==> src/rtl/clap_transient_detector_defines.svh <==
// Assertion helpers for the clap transient detector.
`ifndef CLAP_TRANSIENT_DETECTOR_DEFINES_SVH
`define CLAP_TRANSIENT_DETECTOR_DEFINES_SVH

// Check that a condition implies another in the same cycle.
`define CTD_ASSERT_NOW(label, clk, rst_n, ante, cons, msg) \
    label: assert property (@(posedge clk) disable iff (!rst_n) (ante) |-> (cons)) \
        else $error(msg);

// Check that a condition implies another in the next cycle.
`define CTD_ASSERT_NEXT(label, clk, rst_n, ante, cons, msg) \
    label: assert property (@(posedge clk) disable iff (!rst_n) (ante) |=> (cons)) \
        else $error(msg);

`endif

==> src/rtl/ctd_pkg.sv <==
`timescale 1ns / 1ps

package ctd_pkg;

    // Register file geometry
    localparam int CFG_BITS     = 16;
    localparam int CFG_IDX_BITS = 3;
    localparam int EMA_BITS     = 16;
    localparam int OUT_TIME_BITS = 32;

    // Register indexes
    localparam logic [CFG_IDX_BITS-1:0] CFG_IDX_EMA_FACTOR   = 3'd0;
    localparam logic [CFG_IDX_BITS-1:0] CFG_IDX_SPIKE_THR    = 3'd1;
    localparam logic [CFG_IDX_BITS-1:0] CFG_IDX_DECAY_THR    = 3'd2;
    localparam logic [CFG_IDX_BITS-1:0] CFG_IDX_DECAY_TIMEOUT = 3'd3;
    localparam logic [CFG_IDX_BITS-1:0] CFG_IDX_CALIB        = 3'd4;

    // Register reset values
    localparam logic [CFG_BITS-1:0] RST_EMA_FACTOR    = 16'd655;
    localparam logic [CFG_BITS-1:0] RST_SPIKE_THR     = 16'd8000;
    localparam logic [CFG_BITS-1:0] RST_DECAY_THR     = 16'd2000;
    localparam logic [CFG_BITS-1:0] RST_DECAY_TIMEOUT = 16'd50;
    localparam logic [CFG_BITS-1:0] RST_CALIB         = 16'd1024;

    // Half of one unit of the Q0.16 weight product, for round to nearest
    localparam logic [EMA_BITS-1:0] EMA_ROUND_HALF = 16'h8000;

    typedef struct packed {
        logic [CFG_BITS-1:0] ema_factor;
        logic [CFG_BITS-1:0] spike_threshold;
        logic [CFG_BITS-1:0] decay_threshold;
        logic [CFG_BITS-1:0] decay_timeout_ms;
        logic [CFG_BITS-1:0] calib_samples;
    } t_cfg_regs;

endpackage

==> src/rtl/ctd_sample_if.sv <==
`timescale 1ns / 1ps

// Sample channel: one audio sample and its timestamp per request.
interface ctd_sample_if #(
    parameter int SAMPLE_BITS = 16,
    parameter int TIME_BITS   = 32
);
    logic                   valid;
    logic                   ready;
    logic [SAMPLE_BITS-1:0] sample;
    logic [TIME_BITS-1:0]   time_ms;

    modport source (output valid, output sample, output time_ms, input ready);
    modport sink   (input valid, input sample, input time_ms, output ready);
endinterface

==> src/rtl/ctd_event_if.sv <==
`timescale 1ns / 1ps

// Event channel: one detected clap per request.
interface ctd_event_if;
    logic                              valid;
    logic                              ready;
    logic [ctd_pkg::OUT_TIME_BITS-1:0] spike_time_ms;

    modport source (output valid, output spike_time_ms, input ready);
    modport sink   (input valid, input spike_time_ms, output ready);
endinterface

==> src/rtl/clap_transient_detector.sv <==
`timescale 1ns / 1ps
// Clap transient detector.
// Sample channel (i_smp): one signed PCM sample with its wrapping millisecond
// timestamp per request. Event channel (o_evt): one request per detected clap,
// carrying the timestamp of the spike that started it. Register port: write
// i_cfg_data into register i_cfg_idx when i_cfg_we is high; write only while
// no samples are in flight.
// A sample passes from the input register through the update stage into
// the event register. Throughput: one sample per cycle while the receiver does
// not stall. The update of the moving average baseline (subtract, magnitude,
// one 33x16 multiply, round and add) is combinational and sets the clock limit,
// since the next sample needs the new baseline.
// Reset clears the baseline, the detector state and the calibration count and
// loads the register defaults; the first sample after reset seeds the baseline.
// When the receiver stalls, the event register holds its request and the
// update stage waits; the sample channel keeps taking one more sample into the
// input register and then drops ready until the event is taken.
`include "clap_transient_detector_defines.svh"

module clap_transient_detector #(
    parameter int SAMPLE_BITS   = 16,
    parameter int FRACTION_BITS = 16,
    parameter int TIME_BITS     = 32
) (
    input  logic                             i_clk,
    input  logic                             i_rst_n,
    ctd_sample_if.sink                       i_smp,
    ctd_event_if.source                      o_evt,
    input  logic                             i_cfg_we,
    input  logic [ctd_pkg::CFG_IDX_BITS-1:0] i_cfg_idx,
    input  logic [ctd_pkg::CFG_BITS-1:0]     i_cfg_data
);

    localparam int BW = SAMPLE_BITS + FRACTION_BITS;        // baseline width
    localparam int DW = BW + 1;                             // difference width
    localparam int MW = DW + ctd_pkg::EMA_BITS;             // product width
    localparam int TW = ctd_pkg::CFG_BITS + FRACTION_BITS;  // scaled threshold
    localparam int CW = (DW > TW) ? DW : TW;                // compare width
    localparam int ET = (TIME_BITS > ctd_pkg::OUT_TIME_BITS) ?
                        TIME_BITS : ctd_pkg::OUT_TIME_BITS;

    // Registers
    ctd_pkg::t_cfg_regs           r_cfg;
    logic                         r_in_valid;
    logic [SAMPLE_BITS-1:0]       r_sample;
    logic [TIME_BITS-1:0]         r_time;
    logic [BW-1:0]                r_baseline;
    logic                         r_armed;
    logic [TIME_BITS-1:0]         r_spike_time;
    logic [DW-1:0]                r_spike_dev;
    logic [ctd_pkg::CFG_BITS-1:0] r_calib_left;
    logic                         r_seeded;
    logic                         r_out_valid;
    logic [ctd_pkg::OUT_TIME_BITS-1:0] r_out_time;

    // Next values
    logic [BW-1:0]                n_baseline;
    logic [ctd_pkg::CFG_BITS-1:0] n_calib_left;

    logic                         w_fire;
    logic [DW-1:0]                w_scaled;
    logic [DW-1:0]                w_base_ext;
    logic [DW-1:0]                w_diff;
    logic [DW-1:0]                w_mag;
    logic [MW-1:0]                w_prod;
    logic [MW-1:0]                w_round;
    logic [DW-1:0]                w_step;
    logic [DW-1:0]                w_base_next;
    logic [CW-1:0]                w_dev_cmp;
    logic [CW-1:0]                w_spike_lim;
    logic [CW-1:0]                w_decay_lim;
    logic [TIME_BITS-1:0]         w_elapsed;
    logic                         w_active;
    logic                         w_arm;
    logic                         w_cancel;
    logic                         w_clap;
    logic [ET-1:0]                w_time_ext;

    // Handshake: the update stage runs when it holds a sample and the event
    // register is free or being emptied.
    assign w_fire      = r_in_valid && (!r_out_valid || o_evt.ready);
    assign i_smp.ready = !r_in_valid || w_fire;
    assign o_evt.valid = r_out_valid;
    assign o_evt.spike_time_ms = r_out_time;

    // Deviation of the sample from the baseline, shared with the average update
    assign w_scaled   = {r_sample[SAMPLE_BITS-1], r_sample, {FRACTION_BITS{1'b0}}};
    assign w_base_ext = {r_baseline[BW-1], r_baseline};
    assign w_diff     = w_scaled - w_base_ext;
    assign w_mag      = w_diff[DW-1] ? (DW'(0) - w_diff) : w_diff;

    // Baseline step: round(|d| * weight / 2^16), ties away from zero
    assign w_prod      = MW'(w_mag) * MW'(r_cfg.ema_factor);
    assign w_round     = w_prod + MW'(ctd_pkg::EMA_ROUND_HALF);
    assign w_step      = w_round[MW-1 -: DW];
    assign w_base_next = w_diff[DW-1] ? (w_base_ext - w_step) : (w_base_ext + w_step);

    // Thresholds scaled into baseline units
    assign w_dev_cmp   = CW'(w_mag);
    assign w_spike_lim = CW'({r_cfg.spike_threshold, {FRACTION_BITS{1'b0}}});
    assign w_decay_lim = CW'({r_cfg.decay_threshold, {FRACTION_BITS{1'b0}}});
    assign w_elapsed   = r_time - r_spike_time;

    // Detector decisions
    assign w_active = r_seeded && (r_calib_left == '0);
    assign w_arm    = w_active && !r_armed && (w_dev_cmp > w_spike_lim);
    assign w_cancel = w_active && r_armed && (w_mag > r_spike_dev);
    assign w_clap   = w_active && r_armed && !w_cancel
                      && (w_elapsed >= TIME_BITS'(r_cfg.decay_timeout_ms))
                      && (w_dev_cmp < w_decay_lim);
    assign w_time_ext = ET'(r_spike_time);

    // Seed the baseline and the calibration count on the first sample, else take the averaged value and count down
    always_comb begin
        n_baseline   = r_baseline;
        n_calib_left = r_calib_left;
        if (!r_seeded) begin
            n_baseline   = w_scaled[BW-1:0];
            n_calib_left = (r_cfg.calib_samples == '0) ? '0 : r_cfg.calib_samples - 1'b1;
        end else begin
            n_baseline = w_base_next[BW-1:0];
            if (r_calib_left != '0) begin
                n_calib_left = r_calib_left - 1'b1;
            end
        end
    end

    // Write the registers
    always_ff @(posedge i_clk) begin
        if (!i_rst_n) begin
            r_cfg.ema_factor       <= ctd_pkg::RST_EMA_FACTOR;
            r_cfg.spike_threshold  <= ctd_pkg::RST_SPIKE_THR;
            r_cfg.decay_threshold  <= ctd_pkg::RST_DECAY_THR;
            r_cfg.decay_timeout_ms <= ctd_pkg::RST_DECAY_TIMEOUT;
            r_cfg.calib_samples    <= ctd_pkg::RST_CALIB;
        end else if (i_cfg_we) begin
            unique case (i_cfg_idx)
                ctd_pkg::CFG_IDX_EMA_FACTOR:    r_cfg.ema_factor       <= i_cfg_data;
                ctd_pkg::CFG_IDX_SPIKE_THR:     r_cfg.spike_threshold  <= i_cfg_data;
                ctd_pkg::CFG_IDX_DECAY_THR:     r_cfg.decay_threshold  <= i_cfg_data;
                ctd_pkg::CFG_IDX_DECAY_TIMEOUT: r_cfg.decay_timeout_ms <= i_cfg_data;
                ctd_pkg::CFG_IDX_CALIB:         r_cfg.calib_samples    <= i_cfg_data;
                default: begin
                end
            endcase
        end
    end

    // Capture the sample request
    always_ff @(posedge i_clk) begin
        if (!i_rst_n) begin
            r_in_valid <= 1'b0;
        end else if (i_smp.ready) begin
            r_in_valid <= i_smp.valid;
        end
    end

    always_ff @(posedge i_clk) begin
        if (i_smp.valid && i_smp.ready) begin
            r_sample <= i_smp.sample;
            r_time   <= i_smp.time_ms;
        end
    end

    // Advance the detector state
    always_ff @(posedge i_clk) begin
        if (!i_rst_n) begin
            r_baseline   <= '0;
            r_armed      <= 1'b0;
            r_spike_time <= '0;
            r_spike_dev  <= '0;
            r_calib_left <= '0;
            r_seeded     <= 1'b0;
        end else if (w_fire) begin
            r_baseline   <= n_baseline;
            r_calib_left <= n_calib_left;
            r_seeded     <= 1'b1;
            if (w_arm) begin
                r_armed      <= 1'b1;
                r_spike_time <= r_time;
                r_spike_dev  <= w_mag;
            end else if (w_cancel || w_clap) begin
                r_armed      <= 1'b0;
                r_spike_time <= '0;
            end
        end
    end

    // Hold the event until the receiver takes it
    always_ff @(posedge i_clk) begin
        if (!i_rst_n) begin
            r_out_valid <= 1'b0;
        end else if (w_fire) begin
            r_out_valid <= w_clap;
        end else if (o_evt.ready) begin
            r_out_valid <= 1'b0;
        end
    end

    always_ff @(posedge i_clk) begin
        if (w_fire && w_clap) begin
            r_out_time <= w_time_ext[ctd_pkg::OUT_TIME_BITS-1:0];
        end
    end

    // Checks
    `CTD_ASSERT_NEXT(a_clap_raises_event, i_clk, i_rst_n, w_fire && w_clap, r_out_valid, "clap lost before event register")
    `CTD_ASSERT_NOW(a_clap_needs_armed, i_clk, i_rst_n, w_clap, r_armed && !w_arm, "clap while idle")
    `CTD_ASSERT_NOW(a_calib_after_seed, i_clk, i_rst_n, r_calib_left != '0, r_seeded && !r_armed, "calibration count without seeding")
    `CTD_ASSERT_NEXT(a_seed_once, i_clk, i_rst_n, w_fire && !r_seeded, r_seeded && !r_armed && !r_out_valid, "seeding sample left the detector busy")

endmodule
==> src/flat_wrapper.sv <==
// flat-port wrapper written by rule: the top's interface ports become plain ports
module clap_transient_detector_flat 
#(
    parameter int SAMPLE_BITS   = 16,
    parameter int FRACTION_BITS = 16,
    parameter int TIME_BITS     = 32
)
  (i_clk, i_rst_n, i_cfg_we, i_cfg_idx, i_cfg_data, i_smp_valid, i_smp_sample, i_smp_time_ms, i_smp_ready, o_evt_valid, o_evt_spike_time_ms, o_evt_ready);
  ctd_sample_if #(.SAMPLE_BITS(SAMPLE_BITS), .TIME_BITS(TIME_BITS)) i_smp_i ();
  ctd_event_if o_evt_i ();
  input  logic i_clk;
  input  logic i_rst_n;
  input  logic i_cfg_we;
  input  logic [ctd_pkg::CFG_IDX_BITS-1:0] i_cfg_idx;
  input  logic [ctd_pkg::CFG_BITS-1:0] i_cfg_data;
  input wire logic [$bits(i_smp_i.valid)-1:0] i_smp_valid;
  input wire logic [$bits(i_smp_i.sample)-1:0] i_smp_sample;
  input wire logic [$bits(i_smp_i.time_ms)-1:0] i_smp_time_ms;
  output wire logic [$bits(i_smp_i.ready)-1:0] i_smp_ready;
  output wire logic [$bits(o_evt_i.valid)-1:0] o_evt_valid;
  output wire logic [$bits(o_evt_i.spike_time_ms)-1:0] o_evt_spike_time_ms;
  input wire logic [$bits(o_evt_i.ready)-1:0] o_evt_ready;
  assign i_smp_i.valid = i_smp_valid;
  assign i_smp_i.sample = i_smp_sample;
  assign i_smp_i.time_ms = i_smp_time_ms;
  assign i_smp_ready = i_smp_i.ready;
  assign o_evt_valid = o_evt_i.valid;
  assign o_evt_spike_time_ms = o_evt_i.spike_time_ms;
  assign o_evt_i.ready = o_evt_ready;
  clap_transient_detector #(.SAMPLE_BITS(SAMPLE_BITS), .FRACTION_BITS(FRACTION_BITS), .TIME_BITS(TIME_BITS)) u_core (.i_clk(i_clk), .i_rst_n(i_rst_n), .i_smp(i_smp_i), .o_evt(o_evt_i), .i_cfg_we(i_cfg_we), .i_cfg_idx(i_cfg_idx), .i_cfg_data(i_cfg_data));
endmodule
==> config.mk <==
export PLATFORM = sky130hd
export DESIGN_NAME = clap_transient_detector_flat
export DESIGN_NICKNAME = d
export VERILOG_FILES = /design/src/rtl/ctd_pkg.sv /design/src/rtl/ctd_sample_if.sv /design/src/rtl/ctd_event_if.sv /design/src/rtl/clap_transient_detector.sv /design/src/flat_wrapper.sv
export VERILOG_INCLUDE_DIRS = /design/src /design/src/rtl
export SDC_FILE = /design/constraint.sdc
export NUM_CORES = 2
export LEC_CHECK = 0
export BUFFER_PORTS_ARGS = -buffer_cell sky130_fd_sc_hd__buf_4
export CAP_MARGIN = 20
export CELL_PAD_IN_SITES_DETAIL_PLACEMENT = 1
export CELL_PAD_IN_SITES_GLOBAL_PLACEMENT = 1
export CORE_MARGIN = 8
export CORE_UTILIZATION = 48
export DETAILED_ROUTE_END_ITERATION = 10
export GPL_TIMING_DRIVEN = 1
export PLACE_DENSITY_LB_ADDON = 0.1
export SLEW_MARGIN = 40
export SYNTH_ARGS = -nofsm -noshare
export SYNTH_HDL_FRONTEND = slang
export SYNTH_SLANG_ARGS = --single-unit
==> constraint.sdc <==
create_clock -name i_clk -period 33.5 [get_ports i_clk]
set_input_delay 3.35 -clock i_clk [delete_from_list [all_inputs] [get_ports i_clk]]
set_output_delay 3.35 -clock i_clk [all_outputs]
set_load 0.01 [all_outputs]
# Yosys cells after proc, flatten, opt, wreduce, memory -nomap -nowiden
# Index checks and enable logic that the tools add are counted.
# word_totals
regBits,277
wordCells,78
input_bits,72
output_inout_bits,34
# classes
mux,12
n_eq_ne,5
mul,1
order_cmp,4
n_reduce_logical,32
addsub,8
# op_table
cell,n
2-to-1 mux 32 bit,4
subtractor 32 bit,2
adder 48 x 16 -> 48 bit (second input constant),1
multiplier 33 x 16 -> 48 bit,1
2-to-1 mux 16 bit,3
> comparator 33 x 32 -> 1 bit,1
> comparator 33 bit,1
less-than comparator 33 x 32 -> 1 bit,1
2-to-1 mux 33 bit,1
subtractor 1 x 33 -> 33 bit (first input constant),1
subtractor 32 x 32 -> 33 bit,1
adder 32 bit,1
greater-or-equal comparator 32 x 16 -> 1 bit,1
zero test 16 bit,2
subtractor 16 x 1 -> 16 bit (second input constant),2
AND reduction 2 bit,8
nonzero test 16 bit,1
logical AND 1 bit,11
== test 3 x 2 -> 1 bit (second input constant),2
zero test 1 bit,4
2-to-1 mux 1 bit,4
nonzero test 2 bit,2
== test 3 x 1 -> 1 bit (second input constant),1
== test 3 bit (second input constant),1
other kinds (3),5

# Longest topological paths before layout
# depth
depth_word,12
mapped_depth,55
depth_no_buf,52

# Worst setup path after synthesis
# Ideal clock, no wire load.
# synth_timing
path_type,reg2reg
from,reg u_core.r_baseline[0]
to,reg u_core.r_baseline[31]
path_buffers,4
setup_time_ns,0.134
slack_ns,20.132
synth_period_minus_slack_ns,13.368
arrival_ns,13.234
required_time_ns,33.366
stages_incl_launch_ff,51
path_cell_list,dfxtp_1 -> clkbuf_1 -> inv_1 -> ha_1 -> clkbuf_1 -> nor3b_1 -> nand2_1 -> o31a_1 -> or3_1 -> nor3_1 -> inv_1 -> nor4_1 -> nor2_1 -> xnor2_1 -> clkbuf_1 -> nand2_1 -> fa_1 -> fa_1 -> [15 not listed] -> a211o_1 -> nor4_2 -> and2_1 -> nand2_1 -> o21ai_1 -> xor2_1 -> ha_1 -> a2111oi_0 -> o211ai_1 -> a2111oi_0 -> nor3_1 -> a21oi_1 -> o21bai_1 -> a2111o_1 -> a41o_1 -> xnor3_1 -> xnor2_1 -> o22ai_1
# synth_between
elab_chain_len,8
elab_cells_between_ends,9
cone_classes,add/sub (5); mul (1); mux (3)
# synth_lines
element,line_no,rtl
start: declaration,clap_transient_detector.sv:47,logic [BW-1:0] r_baseline;
start signal: assignment,clap_transient_detector.sv:175,r_baseline <= n_baseline;
subtractor 32 x 32 -> 33 bit (*),clap_transient_detector.sv:89,assign w_diff = w_scaled - w_base_ext;
subtractor 1 x 33 -> 33 bit,clap_transient_detector.sv:90,assign w_mag = w_diff[DW-1] ? (DW'(0) - w_diff) : w_diff;
2-to-1 mux 33 bit (*),clap_transient_detector.sv:90,
named net u_core.w_dev_cmp[21],clap_transient_detector.sv:69,logic [CW-1:0] w_dev_cmp;
multiplier 33 x 16 -> 48 bit (*),clap_transient_detector.sv:93,assign w_prod = MW'(w_mag) * MW'(r_cfg.ema_factor);
adder 48 x 16 -> 48 bit (*),clap_transient_detector.sv:94,assign w_round = w_prod + MW'(ctd_pkg::EMA_ROUND_HALF);
adder 32 bit or subtractor 32 bit (tied branches),clap_transient_detector.sv:96,assign w_base_next = w_diff[DW-1] ? (w_base_ext - w_step) : (w_base_ext + w_step);
2-to-1 mux 32 bit (*),clap_transient_detector.sv:96,
2-to-1 mux 32 bit (*),clap_transient_detector.sv:117,if (!r_seeded) begin
# The timed path passes the listed nets; every way through them passes the cells marked *.
# A chain may end at the register's enable or synchronous reset.

# Worst setup path in the final report
# layout_timing
from,reg u_core.r_baseline[0]
to,reg u_core.r_baseline[31]
# layout_between
elab_chain_len,8
elab_cells_between_ends,9
cone_classes,add/sub (5); mul (1); mux (3)
# layout_lines
element,line_no
subtractor 32 x 32 -> 33 bit,clap_transient_detector.sv:89
subtractor 1 x 33 -> 33 bit,clap_transient_detector.sv:90
2-to-1 mux 33 bit,clap_transient_detector.sv:90
multiplier 33 x 16 -> 48 bit,clap_transient_detector.sv:93
adder 48 x 16 -> 48 bit,clap_transient_detector.sv:94
adder 32 bit or subtractor 32 bit (tied branches),clap_transient_detector.sv:96
2-to-1 mux 32 bit (*),clap_transient_detector.sv:96
2-to-1 mux 32 bit (*),clap_transient_detector.sv:117
# Mark *: on every way between the ends. The rest lies on a longest branch, timed or not.

==> results.py <==
metrics = {
    "clock_network": {
        "cts_buffer_depth": 3,
        "post_cts.repair.setup_buffers": 0,
        "cts.htree.levels": 2,
        "clkSinkCount": 277,
        "clk_pin_slew_ps": 70,
        "cts_resized": 0,
        "ctsRootBufferMaster": "clkbuf_16",
        "postCtsHoldBufs": 0,
        "cts_tree": "yes",
        "clock_latency_ps": 580,
        "cts_made_buffers": 34,
    },
    "sta": {
        "hold_viol": 0,
        "rsz0062_at_grt": "false",
        "finClkSkew_ps": 24.52,
        "finalMaxSlewViolations": 0,
        "finalSetupViolations": 0,
        "timing.fmax_ghz": 0.06603,
        "finalCritPeriodShare_pct": 45.21,
        "tightest_slew_ps": 855.4,
        "slew_headroom_pct": 42.63,
        "period_minus_slack_ps": 15140,
        "finalSetupTns_ps": 0,
    },
    "yosys": {
        "synth_cell_types": 93,
        "syn_nets": 5089,
        "synth_area_per_cell_um2": 8.397,
        "ys_warn_count": 0,
        "syn_area_mm2": 0.03594,
        "ys_ff_latch": 277,
        "async_reset_ff_share_pct": 0,
        "synth-edff-count": 80,
        "syn_inst": 4280,
        "synth_flop_cell": "dfxtp_1",
        "ys_seq_area_share_pct": 17.66,
    },
    "placed_design": {
        "post-dp-hpwl_mm": 87.41,
        "place_congestion": 0.9272,
        "portBuffers": 105,
    },
    "floorplan": {
        "start_util_pct": 48.36,
        "row_count": 100,
        "fp.dieH_um": 289.6,
        "die_w_um": 289.6,
        "die_area_mm2": 0.08389,
        "core_mm2": 0.07432,
        "ioPinCount": 106,
    },
    "detailed_routing": {
        "post_drt_wl_per_cell_um": 21.52,
        "num_vias": 30270,
        "via_per_inst": 5.716,
        "drc_errors": 0,
        "drt_pass1_iterations": 5,
        "ant_nets": 0,
        "wirelength_mm": 114.0,
        "drtIter0Drc": 1411,
    },
    "global_route": {
        "grt.overflow.total": 0,
        "track_usage_pct": 27.47,
        "grt_max_degree": 69,
        "grt_pass1_wl_mm": 181.7,
        "first_global_vias": 32940,
        "grt_antenna_before_repair": 3,
    },
    "worst_setup_path": {
        "crit_required_ps": 33970,
        "cp.arrival_ps": 15620,
        "endpoint_kind": "register",
        "path_class": "register to register",
        "slowest_stage": "or4_1",
        "crit_fanout": 31,
        "cpMostUsedCell": "fa_1",
        "crit_family": "compound AO/OA/AOI/OAI gates",
        "cp_num_buf_inv": 6,
        "start_kind": "register",
        "cp_slowest_stage_delay_ps": 700,
    },
    "run": {
        "drv_cap": 0,
    },
    "final_layout": {
        "final_nets": 5109,
        "syn2layout_area_growth_pct": 8.902,
        "drive_gt1_share_pct": 7.097,
    },
    "status": {
        "status": "complete, no violations",
    },
    "min_path": {
        "hold_class": "register to register",
    },
}
[per-layer routing]
| metal | GRT usage (%) | vias up | wire, um |
|---|---|---|---|
| met1 | 34.04 | 15330 | 47940 |
| li1 | - | 14050 | - |
| met4 | 9.721 | 2 | 4185 |
| met2 | 49.16 | 651 | 57050 |
| met5 | 0 | - | 13 |
| met3 | 3.158 | 238 | 4791 |
[worst reg2reg max path: cells and delay by family (launching register included)]
family	cells	cell delay, ps
AOI/OAI and AO/OA	19	4850
xor gates and xnor gates	4	1040
adders and majority gates	9	4430
buffers and inverters	6	1110
DFF	1	310
and+or+nand+nor	10	3330
[flip-flops by register name, summed over array words and instances, names as in the netlist]
register                    count
u_core.r_seeded                 1
u_core.r_spike_dev             33
u_core.r_cfg                   80
u_core.o_evt.spike_time_ms     32
u_core.r_armed                  1
u_core.r_calib_left            16
u_core.r_baseline              32
u_core.r_time                  32
u_core.o_evt.valid              1
u_core.r_spike_time            32
u_core.r_sample                16
u_core.r_in_valid               1
[cells in the mapped netlist (all sizes together), types with 27 or more instances]
| master | number | area, um2 |
|---|---|---|
| a211oi | 28 | 227.7 |
| a21o | 73 | 548.0 |
| a21oi | 242 | 1215 |
| and2 | 246 | 1539 |
| and3 | 27 | 168.9 |
| buf | 28 | 151.4 |
| clkbuf | 160 | 600.6 |
| dfxtp | 197 | 3944 |
| edfxtp | 80 | 2402 |
| fa | 432 | 8648 |
| ha | 305 | 3816 |
| inv | 705 | 2646 |
| mux2i | 46 | 460.4 |
| nand2 | 568 | 2132 |
| nand3 | 81 | 405.4 |
| nand4 | 38 | 237.7 |
| nor2 | 203 | 762.0 |
| nor3 | 55 | 275.3 |
| nor4 | 37 | 265.3 |
| o211ai | 29 | 217.7 |
| o21a | 43 | 322.8 |
| o21ai | 130 | 654.4 |
| o31ai | 47 | 362.8 |
| xnor2 | 112 | 980.9 |
| xor2 | 53 | 464.2 |
[path summary, 6_finish.rpt]
kind,from,to,slack (ps),depth (start not counted)
worst max-delay path,u_core.r_baseline[0],u_core.r_baseline[31],18360,48
worst min-delay path,u_core.r_spike_time[5],u_core.o_evt.spike_time_ms[5],430,0
worst max register to register,u_core.r_baseline[0],u_core.r_baseline[31],18360,48
worst min register to register,u_core.r_spike_time[5],u_core.o_evt.spike_time_ms[5],430,0
[logic make-up (layout without fill, tap and decap cells)]
family / after synthesis / count (layout) / synth area share (%)
AOI/OAI and AO/OA: 767 / 767 / 13.97
other: 0 / 1 / 0
xor gates and xnor gates: 166 / 166 / 4.084
and+or+nand+nor: 1391 / 1391 / 18.78
adders and majority gates: 737 / 737 / 34.68
muxes: 49 / 49 / 1.375
buffers and inverters: 893 / 939 / 9.456
DFF: 277 / 277 / 17.66
[metrics by stage]
stage,cell area (um2),cells,utilization [%],worst slack [ps],hold slack [ps]
5_1_grt,39140,5295,52.66,17350,434.2
4_1_cts,39130,5295,52.64,18230,430.5
3_3_place_gp,37950,5233,51.06,18620,413.5
6_report,39140,5296,52.66,18360,428.7
2_1_floorplan,35940,4280,-,20130,408.2
3_5_place_dp,37990,5233,51.12,18360,416.2
[area by class of cell]
cell class / instances / area [um2]
clock buffers: 49 / 988.4
inverters: 705 / 2649
multi-input cells: 3110 / 26490
fillers: 8969 / 35180
clock inverters: 13 / 145.1
flip-flops and latches: 277 / 6354
diodes: 1 / 2.502
repair buffers: 172 / 1295
well taps: 969 / 1212
[layout by cell type, fill, tap and decap left out, types with 55 or more instances in the layout]
cell	n
inv_1	703
nand2_1	568
fa_1	432
ha_1	305
and2_1	245
a21oi_1	241
nor2_1	202
dfxtp_1	195
buf_4	171
o21ai_0	117
xnor2_1	92
nand3_1	81
edfxtp_1	80
a21o_1	73
nor3_1	55
Power is left out: the tool's default activity adds up to more than one toggle a clock period on the data nets, which glitch-free logic cannot reach.
